## config.mk

```make
export PLATFORM = sky130hd
export DESIGN_NAME = oscillator_lock_supervisor
export DESIGN_NICKNAME = d
export VERILOG_FILES = /design/src/rtl/olsup_pkg.sv /design/src/rtl/olsup_cfg.sv /design/src/rtl/olsup_core.sv /design/src/rtl/oscillator_lock_supervisor.sv
export SDC_FILE = /design/constraint.sdc
export NUM_CORES = 1
export LEC_CHECK = 0
export BUFFER_PORTS_ARGS = -buffer_cell sky130_fd_sc_hd__buf_2
export CORE_UTILIZATION = 61
export CTS_CLUSTER_SIZE = 10
export DETAILED_ROUTE_END_ITERATION = 10
export PLACE_DENSITY = 0.93
export SYNTH_ARGS = -nofsm -noshare
export SYNTH_HDL_FRONTEND = slang
export SYNTH_SLANG_ARGS = --single-unit
```

## constraint.sdc

```tcl
create_clock -name clk_i -period 9.39 [get_ports clk_i]
set_input_delay 0.4695 -clock clk_i [delete_from_list [all_inputs] [get_ports clk_i]]
set_output_delay 0.4695 -clock clk_i [all_outputs]
set_load 0.05 [all_outputs]
```

## src/rtl/olsup_pkg.sv

```systemverilog
// ----------------------------------------------------------------------------
// Oscillator lock supervisor package
// Shared payload types, configuration layout and state codes.
// ----------------------------------------------------------------------------
`default_nettype none

package olsup_pkg;

  // Supervisor state codes
  localparam logic [3:0] StStartup    = 4'd0;
  localparam logic [3:0] StSetup      = 4'd1;
  localparam logic [3:0] StError      = 4'd2;
  localparam logic [3:0] StFixed      = 4'd3;
  localparam logic [3:0] StLocking    = 4'd4;
  localparam logic [3:0] StLocked     = 4'd5;
  localparam logic [3:0] StLost       = 4'd6;
  localparam logic [3:0] StOutOfPhase = 4'd7;
  localparam logic [3:0] StHoldFixed  = 4'd8;

  // Configuration register indexes
  localparam int unsigned CfgIdxW = 3;
  localparam logic [CfgIdxW-1:0] CfgPhaseTol   = 3'd0;
  localparam logic [CfgIdxW-1:0] CfgLockSecs   = 3'd1;
  localparam logic [CfgIdxW-1:0] CfgDefaultDac = 3'd2;
  localparam logic [CfgIdxW-1:0] CfgVideoStd   = 3'd3;
  localparam logic [CfgIdxW-1:0] CfgSetupWait  = 3'd4;
  localparam logic [CfgIdxW-1:0] CfgValidWait  = 3'd5;

  localparam int unsigned CfgDataW = 16;

  // Configuration reset values
  localparam logic [14:0] PhaseTolReset   = 15'd40;
  localparam logic [12:0] LockSecsReset   = 13'd30;
  localparam logic [15:0] DefaultDacReset = 16'd18260;
  localparam logic        VideoStdReset   = 1'b0;
  localparam logic [7:0]  SetupWaitReset  = 8'd5;
  localparam logic [7:0]  ValidWaitReset  = 8'd3;

  // Control bit masks
  localparam logic [4:0] CtrlStd   = 5'h01;
  localparam logic [4:0] CtrlReset = 5'h04;
  localparam logic [4:0] CtrlFast  = 5'h08;
  localparam logic [4:0] CtrlFixed = 5'h10;

  // Blink patterns
  localparam logic [7:0] PatAllOn   = 8'hFF;
  localparam logic [7:0] PatOff     = 8'h00;
  localparam logic [7:0] PatFixed   = 8'h33;
  localparam logic [7:0] PatLocking = 8'h01;
  localparam logic [7:0] PatLost    = 8'h05;
  localparam logic [7:0] PatOop     = 8'h15;

  localparam logic [15:0] SecsMax = 16'hFFFF;

  typedef struct packed {
    logic        pps_rise;
    logic        timepulse_ok;
    logic signed [15:0] phase_error;
    logic [15:0] dac_sample;
    logic        setup_ok;
    logic        restart;
  } in_item_t;

  typedef struct packed {
    logic [3:0]  sup_state;
    logic [4:0]  osc_control;
    logic        control_write;
    logic        locked_flag;
    logic        dac_write;
    logic [15:0] dac_word;
    logic [15:0] avg_dac;
    logic [7:0]  blink_pattern;
  } out_item_t;

  typedef struct packed {
    logic [14:0] phase_tolerance;
    logic [12:0] lock_seconds;
    logic [16:0] hold_limit;
    logic [15:0] default_dac;
    logic        video_standard;
    logic [7:0]  setup_wait;
    logic [7:0]  valid_wait;
  } cfg_t;

endpackage

`default_nettype wire

```

## src/rtl/olsup_cfg.sv

```systemverilog
// ----------------------------------------------------------------------------
// Oscillator lock supervisor configuration registers
// Holds the six setup registers and derives the holdover limit.
// ----------------------------------------------------------------------------
`default_nettype none

module olsup_cfg (
  input  wire logic                          clk_i,
  input  wire logic                          rst_ni,
  input  wire logic                          cfg_valid_i,
  input  wire logic [olsup_pkg::CfgIdxW-1:0] cfg_index_i,
  input  wire logic [olsup_pkg::CfgDataW-1:0] cfg_data_i,
  output      logic                          cfg_ready_o,
  output      olsup_pkg::cfg_t               cfg_o
);

  logic [14:0] phase_tol_q;
  logic [12:0] lock_secs_q;
  logic [15:0] default_dac_q;
  logic        video_std_q;
  logic [7:0]  setup_wait_q;
  logic [7:0]  valid_wait_q;

  // The register file takes a write in every cycle.
  assign cfg_ready_o = 1'b1;

  // Register writes; unknown indexes are dropped.
  always_ff @(posedge clk_i or negedge rst_ni) begin
    if (!rst_ni) begin
      phase_tol_q   <= olsup_pkg::PhaseTolReset;
      lock_secs_q   <= olsup_pkg::LockSecsReset;
      default_dac_q <= olsup_pkg::DefaultDacReset;
      video_std_q   <= olsup_pkg::VideoStdReset;
      setup_wait_q  <= olsup_pkg::SetupWaitReset;
      valid_wait_q  <= olsup_pkg::ValidWaitReset;
    end else if (cfg_valid_i) begin
      unique case (cfg_index_i)
        olsup_pkg::CfgPhaseTol:   phase_tol_q   <= cfg_data_i[14:0];
        olsup_pkg::CfgLockSecs:   lock_secs_q   <= cfg_data_i[12:0];
        olsup_pkg::CfgDefaultDac: default_dac_q <= cfg_data_i;
        olsup_pkg::CfgVideoStd:   video_std_q   <= cfg_data_i[0];
        olsup_pkg::CfgSetupWait:  setup_wait_q  <= cfg_data_i[7:0];
        olsup_pkg::CfgValidWait:  valid_wait_q  <= cfg_data_i[7:0];
        default: ;
      endcase
    end
  end

  // Holdover limit is ten times the lock time: (x << 3) + (x << 1).
  always_comb begin
    cfg_o.phase_tolerance = phase_tol_q;
    cfg_o.lock_seconds    = lock_secs_q;
    cfg_o.hold_limit      = {1'b0, lock_secs_q, 3'b000} + {3'b000, lock_secs_q, 1'b0};
    cfg_o.default_dac     = default_dac_q;
    cfg_o.video_standard  = video_std_q;
    cfg_o.setup_wait      = setup_wait_q;
    cfg_o.valid_wait      = valid_wait_q;
  end

endmodule

`default_nettype wire

```

## src/rtl/olsup_core.sv

```systemverilog
// ----------------------------------------------------------------------------
// Oscillator lock supervisor core
// Supervisor state and the single-pass update for one request.
// ----------------------------------------------------------------------------
`default_nettype none

module olsup_core (
  input  wire logic                 clk_i,
  input  wire logic                 rst_ni,
  input  wire logic                 adv_i,
  input  wire olsup_pkg::in_item_t  item_i,
  input  wire olsup_pkg::cfg_t      cfg_i,
  output      olsup_pkg::out_item_t res_o
);

  logic [3:0]         cur_q, cur_d;
  logic [3:0]         pend_q, pend_d;
  logic [15:0]        secs_q, secs_d;
  logic signed [15:0] held_q, held_d;
  logic [15:0]        avg_q, avg_d;
  logic [4:0]         ctrl_q, ctrl_d;
  logic               lock_q, lock_d;
  logic [7:0]         pat_q, pat_d;
  logic               dac_wr;
  logic [15:0]        dac_val;
  logic signed [16:0] tol_pos;
  logic signed [16:0] tol_neg;
  logic signed [16:0] held_ext;
  logic               in_tol;
  logic               out_tol;

  // Tolerance window compares work on the phase as it stands after sampling.
  assign tol_pos  = $signed({2'b00, cfg_i.phase_tolerance});
  assign tol_neg  = -tol_pos;
  assign held_ext = {held_d[15], held_d};
  assign in_tol   = (held_ext < tol_pos) && (held_ext > tol_neg);
  assign out_tol  = (held_ext > tol_pos) || (held_ext < tol_neg);

  // Restart, pulse sampling, entry actions, then transitions.
  always_comb begin
    cur_d   = cur_q;
    pend_d  = pend_q;
    secs_d  = secs_q;
    held_d  = held_q;
    avg_d   = avg_q;
    ctrl_d  = ctrl_q;
    lock_d  = lock_q;
    pat_d   = pat_q;
    dac_wr  = 1'b0;
    dac_val = '0;

    if (item_i.restart) begin
      pend_d = olsup_pkg::StStartup;
      cur_d  = olsup_pkg::StSetup;
    end

    // Pulse sampling: latch the phase, average while locked, count seconds.
    if (item_i.pps_rise) begin
      held_d = item_i.phase_error;
      if (cur_d == olsup_pkg::StLocked) begin
        avg_d = avg_q - {4'b0000, avg_q[15:4]} + {4'b0000, item_i.dac_sample[15:4]};
      end
      if (secs_q != olsup_pkg::SecsMax) begin
        secs_d = secs_q + 16'd1;
      end
    end

    // Entry actions of a newly requested state.
    if (cur_d != pend_d) begin
      case (pend_d)
        olsup_pkg::StStartup: begin
          pat_d   = olsup_pkg::PatAllOn;
          dac_wr  = 1'b1;
          dac_val = '0;
          avg_d   = cfg_i.default_dac;
          ctrl_d  = ({4'b0000, cfg_i.video_standard} & olsup_pkg::CtrlStd)
                    | olsup_pkg::CtrlReset | olsup_pkg::CtrlFast;
        end
        olsup_pkg::StSetup: begin
          pat_d = olsup_pkg::PatOff;
        end
        olsup_pkg::StError: begin
          pat_d = olsup_pkg::PatAllOn;
        end
        olsup_pkg::StFixed: begin
          pat_d   = olsup_pkg::PatFixed;
          lock_d  = 1'b0;
          dac_wr  = 1'b1;
          dac_val = avg_d;
          ctrl_d  = ctrl_d | olsup_pkg::CtrlFixed;
        end
        olsup_pkg::StLocking: begin
          pat_d  = olsup_pkg::PatLocking;
          lock_d = 1'b0;
          ctrl_d = (ctrl_d & ~(olsup_pkg::CtrlFixed | olsup_pkg::CtrlReset))
                   | olsup_pkg::CtrlFast;
        end
        olsup_pkg::StLocked: begin
          pat_d  = olsup_pkg::PatOff;
          lock_d = 1'b1;
          ctrl_d = ctrl_d & ~(olsup_pkg::CtrlFixed | olsup_pkg::CtrlFast);
        end
        olsup_pkg::StLost: begin
          pat_d   = olsup_pkg::PatLost;
          dac_wr  = 1'b1;
          dac_val = avg_d;
          ctrl_d  = ctrl_d | olsup_pkg::CtrlFixed;
        end
        olsup_pkg::StOutOfPhase: begin
          pat_d = olsup_pkg::PatOop;
        end
        olsup_pkg::StHoldFixed: begin
          pat_d  = olsup_pkg::PatAllOn;
          lock_d = 1'b0;
          ctrl_d = ctrl_d | olsup_pkg::CtrlFixed;
        end
        default: ;
      endcase
      secs_d = '0;
      cur_d  = pend_d;
    end

    // Transitions from the current state.
    unique case (cur_d)
      olsup_pkg::StStartup: begin
        pend_d = olsup_pkg::StSetup;
      end
      olsup_pkg::StSetup: begin
        if (secs_d > {8'h00, cfg_i.setup_wait}) begin
          pend_d = item_i.setup_ok ? olsup_pkg::StFixed : olsup_pkg::StError;
        end
      end
      olsup_pkg::StError: begin
        pend_d = olsup_pkg::StError;
      end
      olsup_pkg::StFixed: begin
        if (item_i.timepulse_ok) begin
          if (secs_d > {8'h00, cfg_i.valid_wait}) begin
            pend_d = olsup_pkg::StLocking;
          end
        end else begin
          secs_d = '0;
        end
      end
      olsup_pkg::StLocking: begin
        if (!item_i.timepulse_ok) begin
          pend_d = olsup_pkg::StFixed;
        end else if (in_tol) begin
          if (secs_d > {3'b000, cfg_i.lock_seconds}) begin
            pend_d = olsup_pkg::StLocked;
          end
        end else begin
          secs_d = '0;
        end
      end
      olsup_pkg::StLocked: begin
        if (!item_i.timepulse_ok) begin
          pend_d = olsup_pkg::StLost;
        end else if (out_tol) begin
          pend_d = olsup_pkg::StOutOfPhase;
        end
      end
      olsup_pkg::StLost: begin
        if (item_i.timepulse_ok) begin
          pend_d = olsup_pkg::StLocked;
        end else if ({1'b0, secs_d} > cfg_i.hold_limit) begin
          pend_d = olsup_pkg::StHoldFixed;
        end
      end
      olsup_pkg::StOutOfPhase: begin
        if (in_tol) begin
          pend_d = olsup_pkg::StLocked;
        end else if (!item_i.timepulse_ok) begin
          pend_d = olsup_pkg::StLost;
        end else if ({1'b0, secs_d} > cfg_i.hold_limit) begin
          pend_d = olsup_pkg::StLocking;
        end
      end
      olsup_pkg::StHoldFixed: begin
        if (item_i.timepulse_ok) begin
          pend_d = olsup_pkg::StLocking;
        end
      end
      default: begin
        pend_d = olsup_pkg::StError;
      end
    endcase
  end

  // Supervisor state advances once per processed request.
  always_ff @(posedge clk_i or negedge rst_ni) begin
    if (!rst_ni) begin
      cur_q  <= olsup_pkg::StSetup;
      pend_q <= olsup_pkg::StStartup;
      secs_q <= '0;
      held_q <= '0;
      avg_q  <= '0;
      ctrl_q <= '0;
      lock_q <= 1'b0;
      pat_q  <= '0;
    end else if (adv_i) begin
      cur_q  <= cur_d;
      pend_q <= pend_d;
      secs_q <= secs_d;
      held_q <= held_d;
      avg_q  <= avg_d;
      ctrl_q <= ctrl_d;
      lock_q <= lock_d;
      pat_q  <= pat_d;
    end
  end

  // Result of this pass.
  always_comb begin
    res_o.sup_state     = cur_d;
    res_o.osc_control   = ctrl_d;
    res_o.control_write = item_i.pps_rise;
    res_o.locked_flag   = lock_d;
    res_o.dac_write     = dac_wr;
    res_o.dac_word      = dac_val;
    res_o.avg_dac       = avg_d;
    res_o.blink_pattern = pat_d;
  end

  // The error state is only left through a restart.
  assert property (@(posedge clk_i) disable iff (!rst_ni)
    adv_i && cur_q == olsup_pkg::StError && !item_i.restart
    |=> cur_q == olsup_pkg::StError)
    else $error("error state left without restart");

  // State holds while no request is processed.
  assert property (@(posedge clk_i) disable iff (!rst_ni)
    !adv_i |=> $stable(cur_q) && $stable(pend_q) && $stable(secs_q))
    else $error("supervisor state changed without a request");

  // Only defined state codes are ever held.
  assert property (@(posedge clk_i) disable iff (!rst_ni)
    cur_q <= olsup_pkg::StHoldFixed && pend_q <= olsup_pkg::StHoldFixed)
    else $error("undefined supervisor state code");

  // A DAC write only happens on entry to start-up, fixed or lost.
  assert property (@(posedge clk_i) disable iff (!rst_ni)
    adv_i && dac_wr |-> cur_d != cur_q || item_i.restart)
    else $error("DAC write without a state entry");

endmodule

`default_nettype wire

```

## src/rtl/oscillator_lock_supervisor.sv

```systemverilog
// ----------------------------------------------------------------------------
// Oscillator lock supervisor
// Input register, single-pass supervisor update and result register.
// ----------------------------------------------------------------------------
// The supervisor takes one request per clock and returns one result per
// request: the request is captured in an input register, the whole
// supervisor pass runs as combinational logic, and the result lands in an
// output register. Both registers move together, so a new request is
// accepted in every cycle while the result side is not stalled; a stalled
// result holds the pipe and raises in_stall_o only when the input register
// is also full. Configuration writes are taken in any cycle and should be
// issued only while no request is in flight.
`default_nettype none

module oscillator_lock_supervisor (
  input  wire logic                           clk_i,
  input  wire logic                           rst_ni,
  input  wire logic                           in_valid_i,
  output      logic                           in_stall_o,
  input  wire olsup_pkg::in_item_t            in_data_i,
  output      logic                           out_valid_o,
  input  wire logic                           out_stall_i,
  output      olsup_pkg::out_item_t           out_data_o,
  input  wire logic                           cfg_valid_i,
  output      logic                           cfg_ready_o,
  input  wire logic [olsup_pkg::CfgIdxW-1:0]  cfg_index_i,
  input  wire logic [olsup_pkg::CfgDataW-1:0] cfg_data_i
);

  olsup_pkg::cfg_t      cfg;
  olsup_pkg::in_item_t  item_q;
  olsup_pkg::out_item_t res;
  olsup_pkg::out_item_t res_q;
  logic                 item_vld_q, item_vld_d;
  logic                 res_vld_q, res_vld_d;
  logic                 adv;
  logic                 load;

  olsup_cfg u_cfg (
    .clk_i       (clk_i),
    .rst_ni      (rst_ni),
    .cfg_valid_i (cfg_valid_i),
    .cfg_index_i (cfg_index_i),
    .cfg_data_i  (cfg_data_i),
    .cfg_ready_o (cfg_ready_o),
    .cfg_o       (cfg)
  );

  olsup_core u_core (
    .clk_i  (clk_i),
    .rst_ni (rst_ni),
    .adv_i  (adv),
    .item_i (item_q),
    .cfg_i  (cfg),
    .res_o  (res)
  );

  // Pipeline flow control.
  assign adv        = item_vld_q && !(res_vld_q && out_stall_i);
  assign in_stall_o = item_vld_q && !adv;
  assign load       = in_valid_i && !in_stall_o;

  always_comb begin
    item_vld_d = item_vld_q;
    if (load) begin
      item_vld_d = 1'b1;
    end else if (adv) begin
      item_vld_d = 1'b0;
    end
    res_vld_d = res_vld_q;
    if (adv) begin
      res_vld_d = 1'b1;
    end else if (!out_stall_i) begin
      res_vld_d = 1'b0;
    end
  end

  // Valid flags.
  always_ff @(posedge clk_i or negedge rst_ni) begin
    if (!rst_ni) begin
      item_vld_q <= 1'b0;
      res_vld_q  <= 1'b0;
    end else begin
      item_vld_q <= item_vld_d;
      res_vld_q  <= res_vld_d;
    end
  end

  // Payload registers.
  always_ff @(posedge clk_i) begin
    if (load) begin
      item_q <= in_data_i;
    end
    if (adv) begin
      res_q <= res;
    end
  end

  assign out_valid_o = res_vld_q;
  assign out_data_o  = res_q;

  // A stall on the input only comes from a full pipe.
  assert property (@(posedge clk_i) disable iff (!rst_ni)
    in_stall_o |-> item_vld_q && res_vld_q && out_stall_i)
    else $error("input stalled with room in the pipe");

  // A request held in the input register is never dropped.
  assert property (@(posedge clk_i) disable iff (!rst_ni)
    item_vld_q && !adv |=> item_vld_q)
    else $error("pending request lost");

  // Every processed request produces a result.
  assert property (@(posedge clk_i) disable iff (!rst_ni)
    adv |=> res_vld_q)
    else $error("processed request produced no result");

endmodule

`default_nettype wire

```

==> metrics, run 1 <==
status=completed; gr usage total=30.3%; endpoints failing hold=0; initial antenna violation count=1; Layout Utilization=70.7%; share of synthesized flip-flops with an asynchronous set or reset=61.3%; Post-DP HPWL=22.6 mm; first-pass GRT wire length=51.6 mm; top cell type by total area after synthesis=dfrtp_1; Synth Flop Type=dfrtp_1; clock sink count=217; Antenna Cells=0; post-route clock period utilization=50.7%; port bufs=109; Seq/Total Area, Yosys=45.6%; cts bufs inserted=26; CTS clk-pin slew, worst paths=0.06 ns; post-route cell area=14500 sq um; layout cells sized above 1=19.6%; TritonCTS clock tree=done; Slowest-stage cell, CP=or4_1; CTS resizes=0; CP Max Fanout=4; starting density of the core=62.8%; routed via count=10300; Total Nets Final=1527; Rel. slew slack=21.3%; synthesis-to-finish area growth=12.6%; initial drt markers=1070; Pleak=6.40 nW; Chip Width=147 microns; Setup WS post-layout=4.63 ns; Setup Viol. Count Final=0; TNS Setup=0 ns; reg-to-reg setup timing slack=4.63 ns; slew at the pin closest to its max-slew limit=1.17 ns; type of the tightest min-delay check=in -> reg; H-tree Lvls=1; most used cell, CP=a21oi_1; DRT Pass-1 Iters=5; number of synthesized flops with an enable pin=84; RSZ-0062 raised after global routing=false; Synthesized Nets=1422; DR WL/cell=19.7 microns; Final Wtd Congestion=0.917; Routed Antenna Nets=0; CTS Hold Bufs=0; Setup crit start kind=flop; final clock skew=0.0308 ns; Max VDD drop=0.233 mV; largest net degree at the start of global routing=78; PwrDens=297 nW/um^2; Synth warnings=0; slowest cell delay on critical path=0.55 ns; Die Ht=147 microns; Worst Path Class, Setup=reg -> reg; number of global-route vias before repair=10300; Post-CTS Setup Inserts=0; maxcap violations=0; CP arrival=5.23 ns; CTS Buffer Depth=3; synth top area cells=dfrtp_1 (22%), edfxtp_1 (20%), ha_1 (9.6%); # IOs=115; drt total wl=32.5 mm; total gr overflow=0; syn_area_per_cell=10.3 sq um; WP data required=9.86 ns; Yosys reg bits=217; die area=21700 sq um; Core Box Area=20500 sq um; Synth Instances=1250; Cell variety after synth=79; Slew Viols, Final=0; top cell type's share of synthesized area=22.4%; root buffer cell=clkbuf_16; dpl ws=4.77 ns; Clock Latency Late Sink=0.56 ns; CP endpoint kind=flop; worst path cell trace=ha_1, fa_1, a21o_1, a21oi_1, o21bai_1, a21oi_1, o21bai_1, a21oi_1, nor2_1, o21a_1, nor4_1, a311oi_1, ha_1, nand3_1, or4_1, o41a_1, a31oi_1, a311o_1, a22o_1; std cell rows=52; DP Area=13700 sq um; DRC viols=0; fin crit period=4.76 ns; DR vias/cell=6.24; fill count=1326; Synth Cell Area=12900 sq um; Max Clock Freq=210 MHz
[registers in the layout, indices dropped and copies added, names as in the netlist]
| register | cells |
|---|---|
| item_q | 32 |
| u_core.ctrl_q | 5 |
| u_cfg.setup_wait_q | 8 |
| u_cfg.video_std_q | 1 |
| out_data_o | 52 |
| u_cfg.lock_secs_q | 13 |
| u_cfg.valid_wait_q | 8 |
| u_core.pend_q | 4 |
| u_core.lock_q | 1 |
| u_core.held_q | 16 |
| u_core.secs_q | 16 |
| u_core.pat_q | 8 |
| u_cfg.default_dac_q | 16 |
| u_core.cur_q | 4 |
| out_valid_o | 1 |
| u_core.avg_q | 16 |
| item_vld_q | 1 |
| u_cfg.phase_tol_q | 15 |
[where the power goes]
| group | leakage [nW] | total, mW | switching (mW) | internal (mW) |
|---|---|---|---|---|
| logic | 3.64 | 1.96 | 1.22 | 0.739 |
| clock network | 0.383 | 0.960 | 0.396 | 0.564 |
| registers | 2.38 | 1.38 | 0.152 | 1.23 |
[cells in the final DEF, fill, tap and decap left out, types with 24 or more instances in the layout]
cell         n
inv_1      119
dfrtp_1    115
buf_2      108
nand2_1    107
ha_1        99
nor2_1      92
edfxtp_1    84
mux2_2      77
o21ai_0     73
a21oi_1     59
xnor2_1     30
nor3_1      27
clkbuf_16   27
nand4_1     25
nand3_1     24
[worst max-delay path: cells and delay by family, from the launching register on]
kind / cells / cell delay (ns)
AO/OA/AOI/OAI: 12 / 2.25
flip-flops: 1 / 0.43
adder cells (fa/ha/maj): 3 / 1.00
AND/OR/NAND/NOR: 4 / 1.00
[synth_stat cells (3+ instances only)]
library cell and instances:
mux2i_1 6, o21bai_1 9, buf_2 7, a21oi_1 59, a211oi_1 6, nor2_1 92
dfstp_2 18, inv_1 119, a21o_1 16, and3_1 10, and2_1 4, o21ai_0 73
o31a_1 4, nor2b_1 17, o21a_1 14, o31ai_1 6, o22ai_1 8, a21boi_0 4
nor3_1 29, ha_1 99, nand2_1 107, a31oi_1 12, o211ai_1 5, and4_1 6
nand2b_1 11, nor4_1 5, or3_1 7, xnor2_1 30, dfrtp_1 115, xor2_1 15
edfxtp_1 84, clkbuf_1 33, mux2_2 77, nand4_1 25, or2_2 7, a22o_1 17
o2111ai_1 3, fa_1 13, a221oi_1 4, nand3_1 24
[routing by layer]
metal,vias up,routed length [microns],track usage [%]
met5,-,0,0
met4,0,1900,17.2
met3,151,2480,5.03
met2,535,15500,50.1
met1,4901,12600,37.8
li1,4680,-,-
[path summary, 6_finish.rpt]
check                                     start           endpoint  cells after the start
setup / recovery           u_cfg.lock_secs_q[0]   u_core.pend_q[2]                     19
hold / removal                    in_data_i[30]         item_q[30]                      1
setup reg to reg           u_cfg.lock_secs_q[0]   u_core.pend_q[2]                     19
hold reg to reg                 u_core.pat_q[4]    u_core.pat_q[4]                      2
max in group asynchronous                rst_ni   u_core.secs_q[1]                      2
min in group asynchronous                rst_ni  u_core.held_q[14]                      1
[stage by stage]
| stage | total power [mW] | hold WS, ns | cells |
|---|---|---|---|
| after global placement | 3.11 | 0.462 | 1597 |
| after floorplan | 2.78 | 0.174 | 1250 |
| after CTS | 4.26 | 0.0769 | 1645 |
| after detailed placement | 3.24 | 0.475 | 1597 |
| final | 4.30 | 0.0824 | 1645 |
| after global routing | 4.53 | 0.0753 | 1645 |
[area by class of cell]
class                           instances  area [sq um]  share of cell area, %
Clock inverter                          3          65.1                  0.449
Inverter                              121           457                   3.15
Sequential cell                       217          5870                   40.5
Clock buffer                           45           743                   5.13
Tap cell                              270           338                   2.33
Multi-Input combinational cell        868          6380                   44.0
Timing Repair Buffer                  121           638                   4.40
[logic make-up after synthesis]
family / share of synthesized area, %
simple gates: 13.7
xor+xnor: 3.36
fa+ha+maj: 11.7
mux: 7.20
compound gates: 13.4
buf+inv: 4.94
other cells: 0.0291
flops: 45.6
Note: power is estimated with default switching activity, not from simulation.
==> inputs of run 2 (changes only) <==
==> constraint.sdc (replaced) <==
create_clock -name clk_i -period 4.6 [get_ports clk_i]
set_input_delay 0.23 -clock clk_i [delete_from_list [all_inputs] [get_ports clk_i]]
set_output_delay 0.23 -clock clk_i [all_outputs]
set_load 0.05 [all_outputs]
==> run 2 against run 1 <==
Fmax up 4.7%. Clock power up 97%. Critical path depth unchanged. Clock skew down 0.016 ns. Non-clock buffer count up 55. Die area unchanged. Global-route usage up 2.5 points. Combinational power up 120%. Highest routed layer unchanged. Routed wire length up 10%. Worst hold slack worse by 0.063 ns. Cell area up 3.6%. Power up 110%.
==> metrics, run 2 (synthesized netlist as in run 1, its figures left out) <==
first-pass GRT wire length=55.6 mm (was 51.6 mm); fin crit period=4.55 ns (was 4.76 ns); Clock Latency Late Sink=0.54 ns (was 0.56 ns); most used cell, CP=a21oi_2 (was a21oi_1); CTS Buffer Depth=3 (unchanged); total gr overflow=0 (unchanged); root buffer cell=clkbuf_16 (unchanged); gr usage total=32.8% (was 30.3%); slew at the pin closest to its max-slew limit=1.23 ns (was 1.17 ns); largest net degree at the start of global routing=70 (was 78); Slew Viols, Final=0 (unchanged); DRT Pass-1 Iters=7 (was 5); Chip Width=147 microns (unchanged); max reg flops=52 (unchanged); drt total wl=35.7 mm (was 32.5 mm); Worst Path Class, Setup=reg -> reg (unchanged); # IOs=115 (unchanged); TNS Setup=0 ns (unchanged); dpl ws=0.0962 ns (was 4.77 ns); Setup crit start kind=flop (unchanged); CP endpoint kind=flop (unchanged); most common cell after layout, fill and taps aside=inv_1 (unchanged); Max Clock Freq=220 MHz (was 210 MHz); Max VDD drop=0.394 mV (was 0.233 mV); Post-DP HPWL=23.3 mm (was 22.6 mm); die area=21700 sq um (unchanged); type of the tightest min-delay check=in -> reg (unchanged); CP arrival=5.01 ns (was 5.23 ns); most frequent cells in the layout=inv_1 (119), dfrtp_1 (115), buf_2 (108) (unchanged); initial antenna violation count=0 (was 1); Antenna Cells=0 (unchanged); DRC viols=0 (unchanged); WP data required=5.06 ns (was 9.86 ns); Setup WS post-layout=0.0514 ns (was 4.63 ns); Final Wtd Congestion=0.932 (was 0.917); fill count=1231 (was 1326); synthesis-to-finish area growth=16.7% (was 12.6%); Pleak=6.63 nW (was 6.40 nW); reg-to-reg setup timing slack=0.05 ns (was 4.63 ns); Routed Antenna Nets=0 (unchanged); Worst path top cell family by delay=compound AO/OA/AOI/OAI gates (unchanged); Total Nets Final=1582 (was 1527); Slowest-stage cell, CP=or4_1 (unchanged); port bufs=109 (unchanged); initial drt markers=1110 (was 1070); post-route cell area=15000 sq um (was 14500 sq um); worst path bufs/invs=0 (unchanged); Core Box Area=20500 sq um (unchanged); slowest cell delay on critical path=0.52 ns (was 0.55 ns); cts bufs inserted=26 (unchanged); Die Ht=147 microns (unchanged); Setup Viol. Count Final=0 (unchanged); status=completed (unchanged); maxcap violations=0 (unchanged); number of global-route vias before repair=11000 (was 10300); DR WL/cell=21.0 microns (was 19.7 microns); worst path cell trace=ha_1, fa_2, a21o_1, a21oi_2, o21bai_1, a21oi_2, o21bai_1, a21oi_2, nor2_1, o21a_1, nor4_2, a311oi_2, ha_1, nand3_2, or4_1, o41a_1, a31oi_1, a311o_1, a22o_1 (was ha_1, fa_1, a21o_1, a21oi_1, o21bai_1, a21oi_1, o21bai_1, a21oi_1, nor2_1, o21a_1, nor4_1, a311oi_1, ha_1, nand3_1, or4_1, o41a_1, a31oi_1, a311o_1, a22o_1); DR vias/cell=6.40 (was 6.24); CTS clk-pin slew, worst paths=0.06 ns (about the same); clock sink count=217 (unchanged); final clock skew=0.0147 ns (was 0.0308 ns); DP Area=13700 sq um (about the same); routed via count=10900 (was 10300); std cell rows=52 (unchanged); layout cells sized above 1=20.3% (was 19.6%); TritonCTS clock tree=done (unchanged); CP Max Fanout=4 (unchanged); post-route clock period utilization=98.9% (was 50.7%); starting density of the core=62.8% (unchanged); Layout Utilization=73.3% (was 70.7%); Rel. slew slack=17.2% (was 21.3%); endpoints failing hold=0 (unchanged); PwrDens=595 nW/um^2 (was 297 nW/um^2); H-tree Lvls=1 (unchanged)
## run 2: changes by cell type in the layout (fill, tap and decap cells not counted), moves of 2 or more
cell / previous run / this run
nor2_1: 92 / 90
buf_4: 13 / 23
dlygate4sd3_1: 0 / 45
clkbuf_8: 0 / 2
a21oi_2: 0 / 3
nor2_2: 0 / 2
a21oi_1: 59 / 56
## run 2: layout make-up
class	instances	area [sq um]	share of cell area, %
clock buffers	45	742	4.94
clock inverters	2	25.0	0.167
inverters	121	457	3.04
multi-input cells	868	6420	42.8
flip-flops and latches	217	5870	39.1
well taps	270	338	2.25
repair buffers	176	1160	7.75
## run 2: worst min-delay path: stages
cell and delay, ns:
buf_2 0.15, nand2_1 0.06, o21ai_0 0.07
## run 2: layer usage
metal / track usage (%) / share of wire (%) / routed length, microns
met5: 0.227 / 0 / 0
met1: 39.4 / 37 / 13200
met4: 20.1 / 6.6 / 2370
met2: 54.9 / 48 / 17100
met3: 5.84 / 8.4 / 3020
## run 2: power breakdown
group          switching (mW)  internal [mW]  total (mW)
Clock                   0.799           1.09        1.89
Combinational            2.67           1.56        4.23
Sequential              0.309           2.51        2.82
## run 2: repair_timing
action	4_1_cts	5_1_grt
hold endpoints to repair	99	0
setup buffers	0	2
hold buffers	45	0
setup endpoints to repair	0	20
resized for setup	0	10
## run 2: final timing paths
check,cells past startpoint,from,end
max in group asynchronous,3,rst_ni,u_core.cur_q[0]
max reg2reg,19,u_cfg.lock_secs_q[0],u_core.pend_q[2]
min reg2reg,2,u_core.pat_q[4],u_core.pat_q[4]
max,19,u_cfg.lock_secs_q[0],u_core.pend_q[2]
min,3,cfg_data_i[11],u_cfg.lock_secs_q[11]
min in group asynchronous,2,rst_ni,u_core.avg_q[3]
## run 2: stage by stage
stage	hold WS, ns	cells	power, mW
2_1_floorplan	-0.0656	1250	5.68
3_3_place_gp	0.386	1605	6.38
3_5_place_dp	0.400	1605	6.69
4_1_cts	0.000518	1697	8.68
5_1_grt	0.0275	1699	9.37
6_report	0.0196	1699	8.93
